==> config.mk <==
export PLATFORM = sky130hd
export DESIGN_NAME = uvgen_isqrt
export DESIGN_NICKNAME = d
export VERILOG_FILES = /design/src/rtl/uvgen_pkg.sv /design/src/rtl/uvgen_isqrt.sv
export SDC_FILE = /design/constraint.sdc
export NUM_CORES = 2
export LEC_CHECK = 0
export ABC_AREA = 0
export BUFFER_PORTS_ARGS = -buffer_cell sky130_fd_sc_hd__buf_2
export CAP_MARGIN = 20
export CELL_PAD_IN_SITES_DETAIL_PLACEMENT = 0
export CELL_PAD_IN_SITES_GLOBAL_PLACEMENT = 1
export CORE_UTILIZATION = 54
export CTS_CLUSTER_SIZE = 8
export DETAILED_ROUTE_END_ITERATION = 6
export PLACE_DENSITY = 0.86
export SYNTH_ARGS = -nofsm -noshare
export SYNTH_HDL_FRONTEND = slang
export SYNTH_SLANG_ARGS = --single-unit
==> constraint.sdc <==
create_clock -name clk -period 8.9 [get_ports clk]
set_input_delay 1.335 -clock clk [delete_from_list [all_inputs] [get_ports clk]]
set_output_delay 1.335 -clock clk [all_outputs]
set_load 0.02 [all_outputs]
==> src/rtl/uvgen_pkg.sv <==
// ----------------------------------------------------------------------------
// uvgen_pkg
// Shared types, widths and constants of the texture coordinate generator.
// ----------------------------------------------------------------------------
package uvgen_pkg;

	localparam int CORDIC_STAGES = 16;
	localparam int XY_W          = 44;
	localparam int ZA_W          = 28;
	localparam int ANG_W         = 25;
	localparam int ANGV_W        = 26;
	localparam int ANGLE_FRAC    = 24;
	localparam int RAD_W         = 32;
	localparam int ROOT_W        = 32;
	localparam int REM_W         = 34;

	localparam int AU_DLY  = 35;
	localparam int SD_AY   = 34;
	localparam int SD_YNEG = CORDIC_STAGES + 35;
	localparam int SD_POS  = CORDIC_STAGES + 36;
	localparam int SD_LEN  = CORDIC_STAGES + 37;
	localparam int LAT     = CORDIC_STAGES + 40;

	localparam logic [ANG_W-1:0]  HALF_PI_Q24 = 25'd26353590;
	localparam logic [ANGV_W-1:0] PI_Q24      = 26'd52707179;
	localparam logic signed [15:0] EPS_RAW    = 16'sd26;

	localparam logic [1:0] MODE_SPH    = 2'd0;
	localparam logic [1:0] MODE_PLANAR = 2'd1;
	localparam logic [1:0] MODE_BOX    = 2'd2;
	localparam logic [1:0] MODE_NONE   = 2'd3;

	localparam logic [1:0] REG_MODE    = 2'd0;
	localparam logic [1:0] REG_SCALE_U = 2'd1;
	localparam logic [1:0] REG_SCALE_V = 2'd2;

	typedef struct packed {
		logic signed [15:0] pos_x;
		logic signed [15:0] pos_y;
		logic signed [15:0] pos_z;
		logic signed [15:0] normal_x;
		logic signed [15:0] normal_y;
		logic signed [15:0] normal_z;
	} vertex_t;

	typedef struct packed {
		logic signed [31:0] tex_u;
		logic signed [31:0] tex_v;
	} result_t;

	typedef struct packed {
		logic [15:0]        ay;
		logic               yneg;
		logic signed [16:0] pu;
		logic signed [16:0] pv;
	} side_t;

	function automatic logic [15:0] abs16(input logic signed [15:0] v);
		abs16 = v[15] ? 16'(-v) : 16'(v);
	endfunction

	function automatic logic signed [ZA_W-1:0] atan_q24(input logic [4:0] i);
		logic signed [ZA_W-1:0] r;
		case (i)
			5'd0:  r = 28'sd13176795;
			5'd1:  r = 28'sd7778716;
			5'd2:  r = 28'sd4110060;
			5'd3:  r = 28'sd2086331;
			5'd4:  r = 28'sd1047214;
			5'd5:  r = 28'sd524117;
			5'd6:  r = 28'sd262123;
			5'd7:  r = 28'sd131069;
			5'd8:  r = 28'sd65536;
			5'd9:  r = 28'sd32768;
			5'd10: r = 28'sd16384;
			5'd11: r = 28'sd8192;
			5'd12: r = 28'sd4096;
			5'd13: r = 28'sd2048;
			5'd14: r = 28'sd1024;
			5'd15: r = 28'sd512;
			5'd16: r = 28'sd256;
			5'd17: r = 28'sd128;
			5'd18: r = 28'sd64;
			5'd19: r = 28'sd32;
			5'd20: r = 28'sd16;
			5'd21: r = 28'sd8;
			5'd22: r = 28'sd4;
			5'd23: r = 28'sd2;
			default: r = '0;
		endcase
		atan_q24 = r;
	endfunction

endpackage

==> src/rtl/uvgen_isqrt.sv <==
// ----------------------------------------------------------------------------
// uvgen_isqrt
// Pipelined integer square root of rad * 2^32, one root bit per stage.
// ----------------------------------------------------------------------------
module uvgen_isqrt import uvgen_pkg::*; (
	input  logic              clk,
	input  logic [RAD_W-1:0]  rad,
	output logic [ROOT_W-1:0] root
);

	logic [REM_W-1:0]  rem_q  [ROOT_W];
	logic [ROOT_W-1:0] root_q [ROOT_W];
	logic [RAD_W-1:0]  rad_q  [ROOT_W];

	for (genvar k = 0; k < ROOT_W; k++) begin : g_stage
		logic [REM_W-1:0]  remp;
		logic [ROOT_W-1:0] rootp;
		logic [RAD_W-1:0]  radp;
		logic [REM_W+1:0]  pre;
		logic [REM_W+1:0]  trial;
		logic              ge;

		if (k == 0) begin : g_first
			assign remp  = '0;
			assign rootp = '0;
			assign radp  = rad;
		end else begin : g_next
			assign remp  = rem_q[k-1];
			assign rootp = root_q[k-1];
			assign radp  = rad_q[k-1];
		end

		assign pre   = {remp, radp[RAD_W-1 -: 2]};
		assign trial = {2'b00, rootp, 2'b01};
		assign ge    = (pre >= trial);

		always_ff @(posedge clk) begin
			rem_q[k]  <= ge ? REM_W'(pre - trial) : REM_W'(pre);
			root_q[k] <= {rootp[ROOT_W-2:0], ge};
			rad_q[k]  <= {radp[RAD_W-3:0], 2'b00};
		end
	end

	assign root = root_q[ROOT_W-1];

endmodule

# --- Word level (Yosys, flattened, before mapping) ---
# Memories as Yosys holds them, arrays and structs flattened.
# Cells that the tools add are included.
totals:
  reg_bits: 0
  mem_bits_rw: 3072
  output_inout_bits: 32
  mem_count: 3
classes:
  n_addsub: 32
  n_lt_le_gt_ge: 32
  mux: 32
mem_list:
  columns: ["name", "words", "word_bits", "read_ports", "rd_clocked_by_memory_dff", "wr", "line_no", "text"]
  rows:
  - ["rem_q", 32, 34, 31, 0, 32, "uvgen_isqrt.sv:11", "logic [REM_W-1:0] rem_q [ROOT_W];"]
  - ["root_q", 32, 32, 32, 0, 32, "uvgen_isqrt.sv:12", "logic [ROOT_W-1:0] root_q [ROOT_W];"]
  - ["rad_q", 32, 30, 31, 0, 32, "uvgen_isqrt.sv:13", "logic [RAD_W-1:0] rad_q [ROOT_W];"]
op_table:
  columns: ["cell", "n"]
  rows:
  - ["36-bit by 34-bit greater-or-equal comparator with 1-bit output", 31]
  - ["34-bit two-way mux", 32]
  - ["34-bit subtractor", 31]
  - ["2-bit by 1-bit subtractor with 3-bit output (second input constant)", 1]
  - ["2-bit by 1-bit greater-or-equal comparator with 1-bit output (second input constant)", 1]

# --- Longest topological paths before layout ---
# An unclocked memory read counts as a cell.
depth:
  depth_word: 3
  ltp_mapped: 15
  depth_no_buf: 14

# --- Worst setup path after synthesis ---
# No wires, ideal clock.
synth_timing:
  path_type: "reg2reg"
  from: "memory rem_q[29][0], in the netlist rem_q[1][442]"
  to: "memory rem_q[30][10], in the netlist rem_q[1][486]"
  arrival_ps: 3622
  t_required_ps: 8779
  path_slack_ps: 5157
  stages_incl_launch_ff: 13
  cell_sequence: "dfxtp_1 -> ha_1 -> fa_1 -> a211oi_1 -> o211ai_1 -> a221oi_2 -> a31oi_1 -> o41ai_1 -> o21ai_0 -> or4_1 -> clkbuf_1 -> buf_2 -> mux2_2"
synth_rtl:
  columns: ["item", "line_no"]
  rows:
  - ["from (decl)", "uvgen_isqrt.sv:11"]

==> results.md <==
* Syn_nets at between 8,000 and 9,000
* Synthesized cell area at 74,800 um^2
* Pwr/cell area at 265 nW/um^2
* Reg clk slew, reported paths at ~0.05 ns
* 1st-iter DRT viols at between 2,000 and 3,000
* LEAKAGE at 39.7 nW
* Post-synth cell types at 91
* Post-synthesis sequential area ratio at between 40 and 50%
* # nets final at 8,696
* Pin count of the biggest net entering global routing at 58
* Cells on worst reg2reg path at 10
* Initial antenna violation count at 1
* CP max FO at 52
* Final setup margin at 4.11 ns
* Clock Tree Buf Depth at 3
* Post-CTS setup buffers at 0
* CP Cell Sequence: ha_1, fa_1, a211oi_1, o211ai_1, a221oi_2, a31oi_1, o41ai_1, o21ai_0, or4_2, mux2_2
* RePlAce Congestion at 0.892
* Failing checks: design-rule violations
* Slew Limit Fails at 0
* Die Y at approximately 370 um
* Worst path bufs/invs at 0
* Max Clock Freq at 0.209 GHz
* Cells after Synth at 7,938
* R2r setup slk at about 4.1 ns
* DR DRC count at 1
* Cts repair resizes at 0
* Ys Warns at 0
* WP data required at 9.59 ns
* RSZ-0062 raised after global routing: no
* Syn Area/Cell at 9.42 um^2
* Fraction of layout cells with a size suffix above 1 at 6.67%
* Crit path DAT at 5.48 ns
* I/O Buffers at 64
* CP max stage cell: or4_2
* First-pass GRT wire length at approximately 270 mm
* Avg WL per Cell at around 17 um
* Inserted Clock Buffers at 238
* Slew HR at 33.6%
* Final setup violation count at 0
* Width of the die at approximately 370 um
* Synth top area share at 47.0%
* Slowest cell delay on critical path at 1.12 ns
* Via density per instance at 5.48
* Final hold vios at 0
* Synth top area cells: dfxtp_1 47%, ha_1 8.9%, xnor2_1 4.8%
* Ys async rst share at 0%
* Critical path type: reg -> reg
* Total Neg Setup Slack at 0 ns
* Pre-CTS setup slack at 4.14 ns
* Top FF cell, synth: dfxtp_1
* Least-Margin Pin Slew at about 1.0 ns
* I/O Pins at 65
* Starting Density at between 50 and 60%
* Outcome: finished with violations
* Hold EP: rad_q[0][35]
* Fillcell total at 11,666
* Worst skew pair latency at 0.88 ns
* Die area at 140,000 um^2
* CTS tree: yes
* Hold depth at 0
* Fin crit share at 53.8%
* Vias in the first global route at 54,167
* CP Launch Type: register
* Yosys reg bits at approximately 1,800
* Routed vias at 54,428
* Routed Antenna Nets at 0
* Root buf cell: clkbuf_16
* Site Rows at 136
* Clk sink count at 1,756
* Area Overhead vs Synth at 11.7%
* RR Endpoint: rem_q[1][502]
* DR pass1 iterations at 7
* Gr ovfl total at 0
* Worst hold slack at 0.313 ns
* Hold_buf cts at 0
* H-tree depth at 4
* VDD IR max at about 0.00024 V
* DP HPWL at approximately 130 mm
* EDFF count, synth at 0
* R2r startpoint: rem_q[1][442]
* Worst hold-check path type: reg -> reg
* Min Tclk post-route at 4.79 ns
* Area leader, netlist: dfxtp_1
* CP endpoint kind: register
* Total Routing Usage GR at 23.6%
* Max-cap violations at 0
* Final wirelength at 166 mm
* CP delay by family, top: compound AO/OA/AOI/OAI gates
* Clock skew at 0.0918 ns
* Startpoint of the worst hold path: rad_q[0][3]
* Core ar. at between 100,000 and 150,000 um^2
* Critical Path Stages at 10
==> per-layer routing <==
metal	track usage, %	up-vias	wire (um)
li1	-	27618	-
met1	27.2	25504	69800
met2	43.9	957	85200
met3	3.25	349	5210
met4	8.95	0	5650
met5	0	-	0
==> stage by stage <==
| stage | area [um^2] | total power [W] | instances | util (%) |
|---|---|---|---|---|
| after floorplan | 74800 | 0.0132 | 7938 | - |
| after global placement | 77100 | 0.0143 | 9671 | 56.0 |
| after detailed placement | 77100 | 0.0143 | 9671 | 56.0 |
| after CTS | 83500 | 0.0224 | 9930 | 60.8 |
| after global routing | 83500 | 0.0234 | 9930 | 60.8 |
| final | 83500 | 0.0222 | 9931 | 60.8 |
==> synth_stat cells (10+ instances only) <==
cell,n
a2111oi_0,20
a211o_1,20
a211oi_1,71
a21boi_0,14
a21o_1,197
a21oi_1,603
a31o_2,11
a31oi_1,41
and2_1,33
and3_1,43
and4_1,15
buf_1,11
clkbuf_1,129
dfxtp_1,1756
fa_1,15
ha_1,531
inv_1,659
mux2_2,100
mux2i_1,13
nand2_1,548
nand2b_1,88
nand3_1,139
nand3b_1,34
nand4_1,67
nand4b_1,12
nor2_1,594
nor2b_1,62
nor3_1,211
nor3b_1,16
nor4_1,101
nor4b_1,17
o2111ai_1,10
o211a_1,10
o211ai_1,25
o21a_1,89
o21ai_0,397
o21bai_1,59
o31ai_1,47
o41ai_1,15
or2_2,46
or3_1,80
or4_1,68
xnor2_1,407
xor2_1,387
==> cell type report <==
cell class,instances,area [um^2],share of cell area (%)
flip-flops and latches,1756,35200,42.1
repair buffers,87,493,0.590
clock buffers,243,6000,7.18
multi-input cells,5370,36700,43.9
clock inverters,16,480,0.575
diodes,1,2.50,0.00300
well taps,1794,2240,2.69
inverters,664,2490,2.98
==> worst reg2reg max path: stages, from the launching register on <==
cell	delay, ns
dfxtp_1	0.36
ha_1	0.26
fa_1	0.44
a211oi_1	0.29
o211ai_1	0.21
a221oi_2	0.51
a31oi_1	0.27
o41ai_1	0.49
o21ai_0	0.23
or4_2	1.12
mux2_2	0.46
==> sequential cells by signal, summed over array words and instances, names as in the netlist <==
name	count
root_q	528
rad_q	240
rem_q	988
==> worst max-delay path by stage <==
stage / from / endpoint / slack, ns
after global placement: rem_q[1][442] / rem_q[1][478] / 4.15
after detailed placement: rem_q[1][442] / rem_q[1][481] / 4.14
after floorplan: rem_q[1][442] / rem_q[1][486] / 5.16
final: rem_q[1][442] / rem_q[1][502] / 4.11
after CTS: rem_q[1][442] / rem_q[1][502] / 4.11
after global routing: rem_q[1][442] / rem_q[1][502] / 3.80
==> cells by family after synthesis <==
logic type | after synthesis | share of synthesized area (%)
and+or+nand+nor | 2210 | 14.6
DFF | 1756 | 47.0
AOI/OAI and AO/OA | 1706 | 14.1
buffers and inverters | 812 | 4.09
xor gates and xnor gates | 794 | 9.30
adders and majority gates | 546 | 9.28
muxes | 113 | 1.68
other | 1 | 0.00501
==> cell usage in the layout, fill, tap and decap left out, types with 139 or more instances in the layout <==
master,n
dfxtp_1,1756
inv_1,659
a21oi_1,602
nor2_1,594
nand2_1,548
ha_1,531
xnor2_1,407
o21ai_0,394
xor2_1,387
clkbuf_16,239
nor3_1,211
a21o_1,197
nand3_1,139
==> report_power, final <==
group	leakage, nW	internal [W]	total [W]	switching, W
Combinational	22.0	0.00174	0.00375	0.00201
Clock	3.14	0.00476	0.00795	0.00318
Sequential	14.6	0.00929	0.0105	0.00118
Power figures use the tool's default switching activity.
