**src/rtl/uvgen_pkg.sv**
```systemverilog
// ----------------------------------------------------------------------------
// uvgen_pkg
// Shared types, widths and constants of the texture coordinate generator.
// ----------------------------------------------------------------------------
package uvgen_pkg;

	localparam int CORDIC_STAGES = 16;
	localparam int XY_W          = 44;
	localparam int ZA_W          = 28;
	localparam int ANG_W         = 25;
	localparam int ANGV_W        = 26;
	localparam int ANGLE_FRAC    = 24;
	localparam int RAD_W         = 32;
	localparam int ROOT_W        = 32;
	localparam int REM_W         = 34;

	localparam int AU_DLY  = 35;
	localparam int SD_AY   = 34;
	localparam int SD_YNEG = CORDIC_STAGES + 35;
	localparam int SD_POS  = CORDIC_STAGES + 36;
	localparam int SD_LEN  = CORDIC_STAGES + 37;
	localparam int LAT     = CORDIC_STAGES + 40;

	localparam logic [ANG_W-1:0]  HALF_PI_Q24 = 25'd26353590;
	localparam logic [ANGV_W-1:0] PI_Q24      = 26'd52707179;
	localparam logic signed [15:0] EPS_RAW    = 16'sd26;

	localparam logic [1:0] MODE_SPH    = 2'd0;
	localparam logic [1:0] MODE_PLANAR = 2'd1;
	localparam logic [1:0] MODE_BOX    = 2'd2;
	localparam logic [1:0] MODE_NONE   = 2'd3;

	localparam logic [1:0] REG_MODE    = 2'd0;
	localparam logic [1:0] REG_SCALE_U = 2'd1;
	localparam logic [1:0] REG_SCALE_V = 2'd2;

	typedef struct packed {
		logic signed [15:0] pos_x;
		logic signed [15:0] pos_y;
		logic signed [15:0] pos_z;
		logic signed [15:0] normal_x;
		logic signed [15:0] normal_y;
		logic signed [15:0] normal_z;
	} vertex_t;

	typedef struct packed {
		logic signed [31:0] tex_u;
		logic signed [31:0] tex_v;
	} result_t;

	typedef struct packed {
		logic [15:0]        ay;
		logic               yneg;
		logic signed [16:0] pu;
		logic signed [16:0] pv;
	} side_t;

	function automatic logic [15:0] abs16(input logic signed [15:0] v);
		abs16 = v[15] ? 16'(-v) : 16'(v);
	endfunction

	function automatic logic signed [ZA_W-1:0] atan_q24(input logic [4:0] i);
		logic signed [ZA_W-1:0] r;
		case (i)
			5'd0:  r = 28'sd13176795;
			5'd1:  r = 28'sd7778716;
			5'd2:  r = 28'sd4110060;
			5'd3:  r = 28'sd2086331;
			5'd4:  r = 28'sd1047214;
			5'd5:  r = 28'sd524117;
			5'd6:  r = 28'sd262123;
			5'd7:  r = 28'sd131069;
			5'd8:  r = 28'sd65536;
			5'd9:  r = 28'sd32768;
			5'd10: r = 28'sd16384;
			5'd11: r = 28'sd8192;
			5'd12: r = 28'sd4096;
			5'd13: r = 28'sd2048;
			5'd14: r = 28'sd1024;
			5'd15: r = 28'sd512;
			5'd16: r = 28'sd256;
			5'd17: r = 28'sd128;
			5'd18: r = 28'sd64;
			5'd19: r = 28'sd32;
			5'd20: r = 28'sd16;
			5'd21: r = 28'sd8;
			5'd22: r = 28'sd4;
			5'd23: r = 28'sd2;
			default: r = '0;
		endcase
		atan_q24 = r;
	endfunction

endpackage

```
**src/rtl/uvgen_scale.sv**
```systemverilog
// ----------------------------------------------------------------------------
// uvgen_scale
// Two-stage scaler: angle * scale rounded to Q16.16, or position * scale,
// then saturated to 32 bits.
// ----------------------------------------------------------------------------
module uvgen_scale import uvgen_pkg::*; (
	input  logic               clk,
	input  logic [ANGV_W-1:0]  ang,
	input  logic signed [16:0] pos,
	input  logic signed [15:0] sc,
	input  logic               sph,
	output logic signed [31:0] res
);

	logic signed [ANGV_W:0] op;
	logic signed [42:0]     prod_s1;
	logic                   sph_s1;
	logic signed [43:0]     ext;
	logic signed [43:0]     rnd;
	logic signed [43:0]     sh;
	logic signed [31:0]     res_s2;

	assign op = sph ? $signed({1'b0, ang}) : $signed({{(ANGV_W-16){pos[16]}}, pos});

	always_ff @(posedge clk) begin
		prod_s1 <= op * sc;
		sph_s1  <= sph;
	end

	assign ext = {prod_s1[42], prod_s1};
	assign rnd = ext + 44'sd32768;
	assign sh  = sph_s1 ? (rnd >>> 16) : ext;

	always_ff @(posedge clk) begin
		if (sh > 44'sd2147483647)
			res_s2 <= 32'sh7fffffff;
		else if (sh < -44'sd2147483648)
			res_s2 <= 32'sh80000000;
		else
			res_s2 <= sh[31:0];
	end

	assign res = res_s2;

endmodule

```
**config.mk**
```make
export PLATFORM = sky130hd
export DESIGN_NAME = uvgen_scale
export DESIGN_NICKNAME = d
export VERILOG_FILES = /design/src/rtl/uvgen_pkg.sv /design/src/rtl/uvgen_scale.sv
export SDC_FILE = /design/constraint.sdc
export NUM_CORES = 1
export LEC_CHECK = 0
export ABC_AREA = 1
export BUFFER_PORTS_ARGS = -buffer_cell sky130_fd_sc_hd__buf_2
export CAP_MARGIN = 20
export CORE_MARGIN = 3
export CORE_UTILIZATION = 25
export CTS_BUF_LIST = sky130_fd_sc_hd__clkbuf_8
export DETAILED_ROUTE_END_ITERATION = 12
export GPL_TIMING_DRIVEN = 0
export SYNTH_ARGS = -nofsm -noshare
export SYNTH_HDL_FRONTEND = slang
export SYNTH_SLANG_ARGS = --single-unit
```
**constraint.sdc**
```tcl
create_clock -name clk -period 13.9 [get_ports clk]
set_clock_uncertainty 0.2 [all_clocks]
set_input_delay 0.695 -clock clk [delete_from_list [all_inputs] [get_ports clk]]
set_output_delay 0.695 -clock clk [all_outputs]
set_load 0.01 [all_outputs]
```
# --- Word level (Yosys, flattened, before mapping) ---
# Cells that the tools add are included.
classes:
  addsub: 1
  multipliers: 1
  magnitude_cmp: 2
  mux: 3
ops:
  columns: ["cell", "count"]
  rows:
  - ["43-bit by 17-bit adder with 44-bit output, second input constant", 1]
  - ["44-bit by 32-bit > comparator with 1-bit output, second input constant", 1]
  - ["44-bit by 32-bit less-than comparator with 1-bit output, second input constant", 1]
  - ["44-bit 2-to-1 mux", 1]
  - ["27-bit by 16-bit multiplier with 43-bit output", 1]
  - ["32-bit 2-to-1 mux", 1]
  - ["27-bit 2-to-1 mux", 1]
totals:
  register_bits: 76
  inputBits: 61
  out_inout_bits: 32

# --- Longest topological paths before layout ---
# Gate-level depths: netlist of the first run.
logic_depth:
  word_depth: 4
  mapped_depth: 31

# --- Least setup slack after synthesis of the first run ---
# OpenSTA, ideal clock, no wires.
synth_path:
  path_kind: "input -> register"
  from: "input sc[1]"
  to: "register prod_s1[42]"
  setup_time_ns: 0.113
  t_arrival_ns: 6.419
  t_required_ns: 13.587
  path_slack_ns: 7.168
  path_stages: 21
  path_buffers: 1
  cell_sequence: "clkbuf_1 -> clkinv_1 -> nor2_1 -> fa_1 -> fa_1 -> inv_1 -> fa_1 -> inv_1 -> fa_1 -> fa_1 -> inv_1 -> fa_1 -> inv_1 -> ha_1 -> inv_1 -> nor3_1 -> nand2_1 -> nor2_1 -> nand3_1 -> nand3_1 -> nand2_1"
synth_between:
  elab_chain_cells: 1
synth_rtl:
  columns: ["element", "line", "source"]
  rows:
  - ["from (decl)", "uvgen_scale.sv:10", "input logic signed [15:0] sc,"]
  - ["27-bit by 16-bit multiplier with 43-bit output", "uvgen_scale.sv:26", "prod_s1 <= op * sc;"]
  - ["to (signal assigned)", "uvgen_scale.sv:26", null]
  - ["to (decl)", "uvgen_scale.sv:16", "logic signed [42:0] prod_s1;"]
# Every way passes these cells.
# A chain may end at the register's enable or synchronous reset.

# --- Worst setup path in the final report of the first run ---
layout_path:
  from: "input sph"
  to: "register prod_s1[40]"
layout_between:
  elab_chain_cells: 2
layout_rtl:
  columns: ["element", "line", "source"]
  rows:
  - ["from (decl)", "uvgen_scale.sv:11", "input logic sph,"]
  - ["27-bit 2-to-1 mux", "uvgen_scale.sv:23", "assign op = sph ? $signed({1'b0, ang}) : $signed({{(ANGV_W-16){pos[16]}}, pos});"]
  - ["27-bit by 16-bit multiplier with 43-bit output", "uvgen_scale.sv:26", null]
# Every way passes these cells.

==> impl_metrics.ini, run 1 <==
[routing]
wl_um = 62100
ant_nets = 0
remaining_drc_errors = 0
via_per_inst = 4.41
avgRoutedWirePerCell_um = 16.4
vias = 16700
drtIter0Drc = 1262
first_pass_iters = 5

[die]
num_rows = 101
die_h_um = 286
die_x_um = 286
pin_count = 93
core_mm2 = 0.0767
start_util = 0.255
die_area_mm2 = 0.0817

[hold_path]
min-delay-start = prod_s1[7]
holdPathEnd = res[7]
hold_depth = 4
hold_path.class = reg -> reg

[yosys]
avgSynthCellArea_um2 = 7.39
synth.area.mux_share = 0
synth_warnings = 0
synth_compound_area_frac = 0.0240
synth_fa_ha_area_frac = 0.492
synth_top_area_share = 0.425
synth_seq_cells = 76
ys_types = 35
synth_xor_xnor_area_share = 0.0166
synth-seq-area-share = 0.0777
synth_area_leaders = fa_1 43%, nand2_1 14%, inv_1 12%
synth-edff-count = 0
synth_area_mm2 = 0.0196
netlist_top_cells_count = 719 x nand2_1, 647 x inv_1, 416 x fa_1, 313 x nor2_1, 105 x ha_1
syn-num-nets = 3232
yosysMostFrequentCell = nand2_1
async_reset_ff_frac = 0
syn-instance-count = 2650
synthSimpleGateAreaFrac = 0.244
synth_top_family_by_area = adder cells
synth_area_leader_cell = fa_1
synth-main-ff-cell = dfxtp_1

[clock_tree]
max-clock-path-buffers = 2
htree_levels = 3
clockRootBuffer = clkbuf_8
ctsResizeCount = 0
cts_tree = built
clk_latency_ns = 0.36
cts-buffers-inserted = 9
clk_pin_slew_worst_paths_ns = 0.08
hold_buffers = 0
cts_num_sinks = 76
post-cts-setup-buffers = 0

[critical_path]
worstPathMaxFanout = 10
path_buf_inv = 8
worstPathArrival_ns = 7.80
ff2ff_path_depth = 8
cpLargestDelayFamily = adder cells
r2r_setup_slack_ns = 11.63
regToRegStartpoint = prod_s1[15]
cp_slowest_cell = a21oi_1
crit_type = in -> reg
end_kind = flop
start_kind = input port
max_stage_delay_ns = 0.67
worstPathRequired_ns = 13.95
r2r-end = res[15]
cpMostUsedCell = fa_1

[sta]
timing.slew.headroom = 0.313
fin_hold_ws_ns = 0.361
min_period_over_period = 0.557
final.setup.tns_ns = 0
hold_viol = 0
rsz0062_at_grt = false
tightest_slew_ns = 1.03
max_freq_ghz = 0.129
final-setup-viol-count = 0
finalCriticalPeriod_ns = 7.75
slew_viol_final = 0

[place]
dpl.hpwl_um = 53800
placedCellCount = 3762
io_buffers = 82
gp_congestion = 0.935

[global_routing]
grt_use_total = 0.157
grt_pass1_wl_um = 99400
grt.overflow.total = 0
antenna_found_initial = 1
grt_pass1_vias = 17600
grt_start_max_net_pins = 13

[finish]
syn2layout_area_growth_pct = 9.75
drive_gt1_frac = 0.0677
fin_cells = 3778
final_core_util = 0.280
fillerInstances = 8510
final_nets = 3325

[flow_run]
maxCapViolations = 0

[outcome]
outcome = finished, final reports clean
-- through the flow --
stage / setup WS [ns] / cell area (um2)
after floorplan: 7.17 / 19600
after global placement: 5.81 / 21300
after detailed placement: 5.80 / 21300
after CTS: 6.14 / 21500
after global routing: 5.70 / 21500
final: 6.15 / 21500
-- flip-flops by register name, summed over array words and instances (netlist names) --
signal / cells
sph_s1: 1
res: 32
prod_s1: 43
-- cell usage in the layout, fill, tap and decap left out, types with 2 or more instances in the layout --
cell type,synthesis,layout
nor3_1,9,9
buf_6,3,3
clkinvlp_4,0,2
xor2_1,30,30
nand3_2,3,3
buf_2,10,92
nor2_1,313,313
bufinv_16,0,2
or2_2,16,16
a21o_1,4,4
ha_1,105,105
clkbuf_8,0,9
o21ai_1,6,6
nand4_1,15,15
nand2_1,719,719
fa_1,416,416
a21oi_1,39,39
inv_2,29,29
buf_1,5,5
nor2_4,2,2
dfxtp_1,76,76
nor4_1,3,3
nor3_2,4,4
o21bai_1,8,8
xnor2_1,7,7
clkinv_1,8,8
o21ai_0,14,14
o21ai_2,7,7
inv_1,647,649
or2_1,8,8
nand3_1,77,77
or2_0,2,2
nand2_2,15,15
clkbuf_1,46,46
-- how the worst max path moves through the flow --
| stage | slack (ns) | end | cells after the start | startpoint |
|---|---|---|---|---|
| 5_1_grt | 5.70 | prod_s1[42] | 24 | sph |
| 3_5_place_dp | 5.80 | prod_s1[42] | 23 | sph |
| 2_1_floorplan | 7.17 | prod_s1[42] | 21 | sc[1] |
| 3_3_place_gp | 5.81 | prod_s1[42] | 23 | sph |
| 4_1_cts | 6.14 | prod_s1[42] | 23 | sph |
| 6_report | 6.15 | prod_s1[40] | 25 | sph |
-- worst min-delay path, stage by stage, from the launching register on --
cell and delay [ns]:
dfxtp_1 0.31, nand2_1 0.04, o21ai_0 0.07, nand2_1 0.07
nand2_2 0.05
-- cell type report --
type,instances,area [um2],area share
antenna,1,2.50,0.000116
buffer,64,275,0.0128
clock buffer,9,124,0.00577
clock inverter,6,82.6,0.00384
inverter,684,2570,0.119
multi-input combinational,1826,15200,0.708
sequential,76,1520,0.0708
tap,1030,1290,0.0600
timing repair buffer,82,410,0.0191
-- metal layers --
metal | track usage | up-vias | routed length (um)
li1 | - | 7745 | -
met1 | 0.213 | 8210 | 27100
met5 | 0 | - | 13
met2 | 0.252 | 613 | 27700
met4 | 0.0420 | 2 | 1710
met3 | 0.0331 | 106 | 5540
-- cell families (layout without fill, tap and decap cells) --
| group | after synthesis | count (layout) |
|---|---|---|
| AOI/OAI and AO/OA | 81 | 81 |
| xor gates and xnor gates | 37 | 37 |
| adders and majority gates | 521 | 521 |
| buffers and inverters | 748 | 845 |
| DFF | 76 | 76 |
| other | 0 | 1 |
| and+or+nand+nor | 1187 | 1187 |
Power of run 1 is left out: the tool's default activity adds up to more than one toggle a clock period on the data nets, which glitch-free logic cannot reach.
==> run 2: changes to the inputs <==
ABC_AREA = 0   (was 1)
clock period = 7.16 ns   (was 13.9 ns; I/O delays follow)
==> run 2 against run 1 <==
  * Via count shrank 16%
  * Die area shrank 6.5%
  * Global-route usage shrank 1.8 points
  * Utilization grew 0.32 points
  * Cell area shrank 5.1%
==> impl_metrics.ini, run 2 <==
[outcome]
outcome = finished, final reports clean

[critical_path]
r2r_setup_slack_ns = 4.50
r2r-end = res[19]
regToRegStartpoint = prod_s1[15]
worstPathMaxFanout = 10
endpoint = prod_s1[42]
crit_type = in -> reg
ff2ff_path_depth = 9
cp_slowest_cell = fa_1
worstPathArrival_ns = 7.06
crit_path_cell_trace = buf_8 -> buf_12 -> mux2_2 -> clkbuf_2 -> and2_1 -> fa_1 -> fa_1 -> fa_1 -> fa_1 -> fa_1 -> inv_1 -> fa_1 -> inv_1 -> ha_1 -> buf_2 -> nand4_1 -> nor3_2 -> buf_4 -> a211oi_4 -> nand4_1 -> a21oi_2 -> o221a_4 -> o41ai_2 -> xnor2_1
cpMostUsedCell = fa_1
startpoint = sph
start_kind = input port
max_stage_delay_ns = 0.53
worstPathRequired_ns = 7.21
end_kind = flop

[place]
gp_congestion = 0.889
dpl_cell_area_mm2 = 0.0199
io_buffers = 83
dpl.hpwl_um = 43900

[finish]
syn2layout_area_growth_pct = 11.6
final_core_util = 0.283
drive_gt1_frac = 0.0944
top_register = prod_s1
layout_common_cells = 493 x inv_1, 415 x fa_1, 289 x nand2_1
final_common_cell = inv_1
fin_area_mm2 = 0.0204
fillerInstances = 7699
largest_register_ffs = 43
final_nets = 2740

[yosys]
netlist_top_cells_count = 493 x inv_1, 416 x fa_1, 298 x nand2_1, 164 x and2_1, 105 x ha_1
yosysMostFrequentCell = inv_1
async_reset_ff_frac = 0
ys_types = 61
synth_warnings = 0
synth-edff-count = 0
synth-seq-area-share = 0.0833
synth_area_leaders = fa_1 46%, inv_1 10%, dfxtp_1 8.3%
syn-num-nets = 2647
synth_area_mm2 = 0.0183
avgSynthCellArea_um2 = 8.85
synth_area_leader_cell = fa_1
synth_top_area_share = 0.456
synth-main-ff-cell = dfxtp_1
syn-instance-count = 2065
synth_seq_cells = 76

[clock_tree]
cts_tree = built
cts-buffers-inserted = 9
clk_latency_ns = 0.35
clk_pin_slew_worst_paths_ns = 0.07
cts_num_sinks = 76
hold_buffers = 0
max-clock-path-buffers = 2
clockRootBuffer = clkbuf_8
htree_levels = 3

[die]
num_rows = 98
die_x_um = 276
die_area_mm2 = 0.0764
die_h_um = 276
start_util = 0.254
core_mm2 = 0.0720
pin_count = 93

[sta]
slew_viol_final = 0
final.setup.tns_ns = 0
min_period_over_period = 0.980
final-setup-viol-count = 0
tightest_slew_ns = 0.803
finalCriticalPeriod_ns = 7.01
fin_hold_ws_ns = 0.0363
timing.slew.headroom = 0.465
hold_viol = 0
max_freq_ghz = 0.143

[routing]
drtIter0Drc = 957
wl_um = 51200
vias = 14000
via_per_inst = 4.48
avgRoutedWirePerCell_um = 16.4
ant_nets = 0
first_pass_iters = 5
remaining_drc_errors = 0

[hold_path]
hold_path.class = in -> reg
hold_depth = 1

[global_routing]
antenna_found_initial = 9
grt_start_max_net_pins = 17
grt_pass1_vias = 15100
grt_use_total = 0.138
grt_pass1_wl_um = 83300
grt.overflow.total = 0

[flow_run]
maxCapViolations = 0
## run 2: final cells by class
class | count | area, um2 | share of cell area
multi-input combinational | 1403 | 14700 | 0.720
inverter | 494 | 1850 | 0.0909
sequential | 76 | 1520 | 0.0746
tap | 950 | 1190 | 0.0583
timing repair buffer | 91 | 503 | 0.0247
buffer | 83 | 448 | 0.0220
clock buffer | 9 | 124 | 0.00607
clock inverter | 6 | 65.1 | 0.00319
antenna | 2 | 5.00 | 0.000245
## run 2: cells by family after synthesis
family / after synthesis / share of synthesized area
AO/OA/AOI/OAI: 182 / 0.0612
XOR/XNOR: 69 / 0.0331
adder cells (fa/ha/maj): 521 / 0.528
buffers and inverters: 586 / 0.121
flip-flops: 76 / 0.0833
multiplexers: 20 / 0.0120
AND/OR/NAND/NOR: 611 / 0.162
## run 2: how the worst min path moves through the flow
stage | from | slack, ns | end
final | sph | 0.04 | sph_s1
after global placement | prod_s1[5] | 0.32 | res[5]
after global routing | sph | 0.006 | sph_s1
after detailed placement | prod_s1[5] | 0.31 | res[5]
after floorplan | sph | 0.19 | sph_s1
after CTS | sph | 0.08 | sph_s1
## run 2: per-stage QoR
step | cells | setup WS, ns
after floorplan | 2065 | 0.140
after global placement | 3098 | -1.77
after detailed placement | 3098 | -1.82
after CTS | 3108 | 0.00228
after global routing | 3112 | -0.0288
final | 3114 | 0.146
## run 2: metal layers
metal  vias to the layer above  part of all wire  global-route usage
met5                         -            0.0060                   0
met4                         8             0.024              0.0311
met3                        85             0.087              0.0365
met2                       482              0.45               0.221
met1                      7105              0.44               0.188
li1                       6278                 -                   -
## run 2: worst max-delay path, delay by kind of cell
kind,cells,cell delay [ns]
buffers and inverters,7,1.08
XOR/XNOR,1,0.27
AND/OR/NAND/NOR,4,0.82
adder cells (fa/ha/maj),7,3.19
multiplexers,1,0.45
AO/OA/AOI/OAI,4,0.86
## run 2: timing repair
action | 4_1_cts | 5_1_grt
resized for setup | 54 | 87
setup buffers | 0 | 7
endpoints found under the setup margin | 28 | 17
pin swaps | 0 | 7
gates cloned | 0 | 1
Power of run 2 is left out for the same reason.
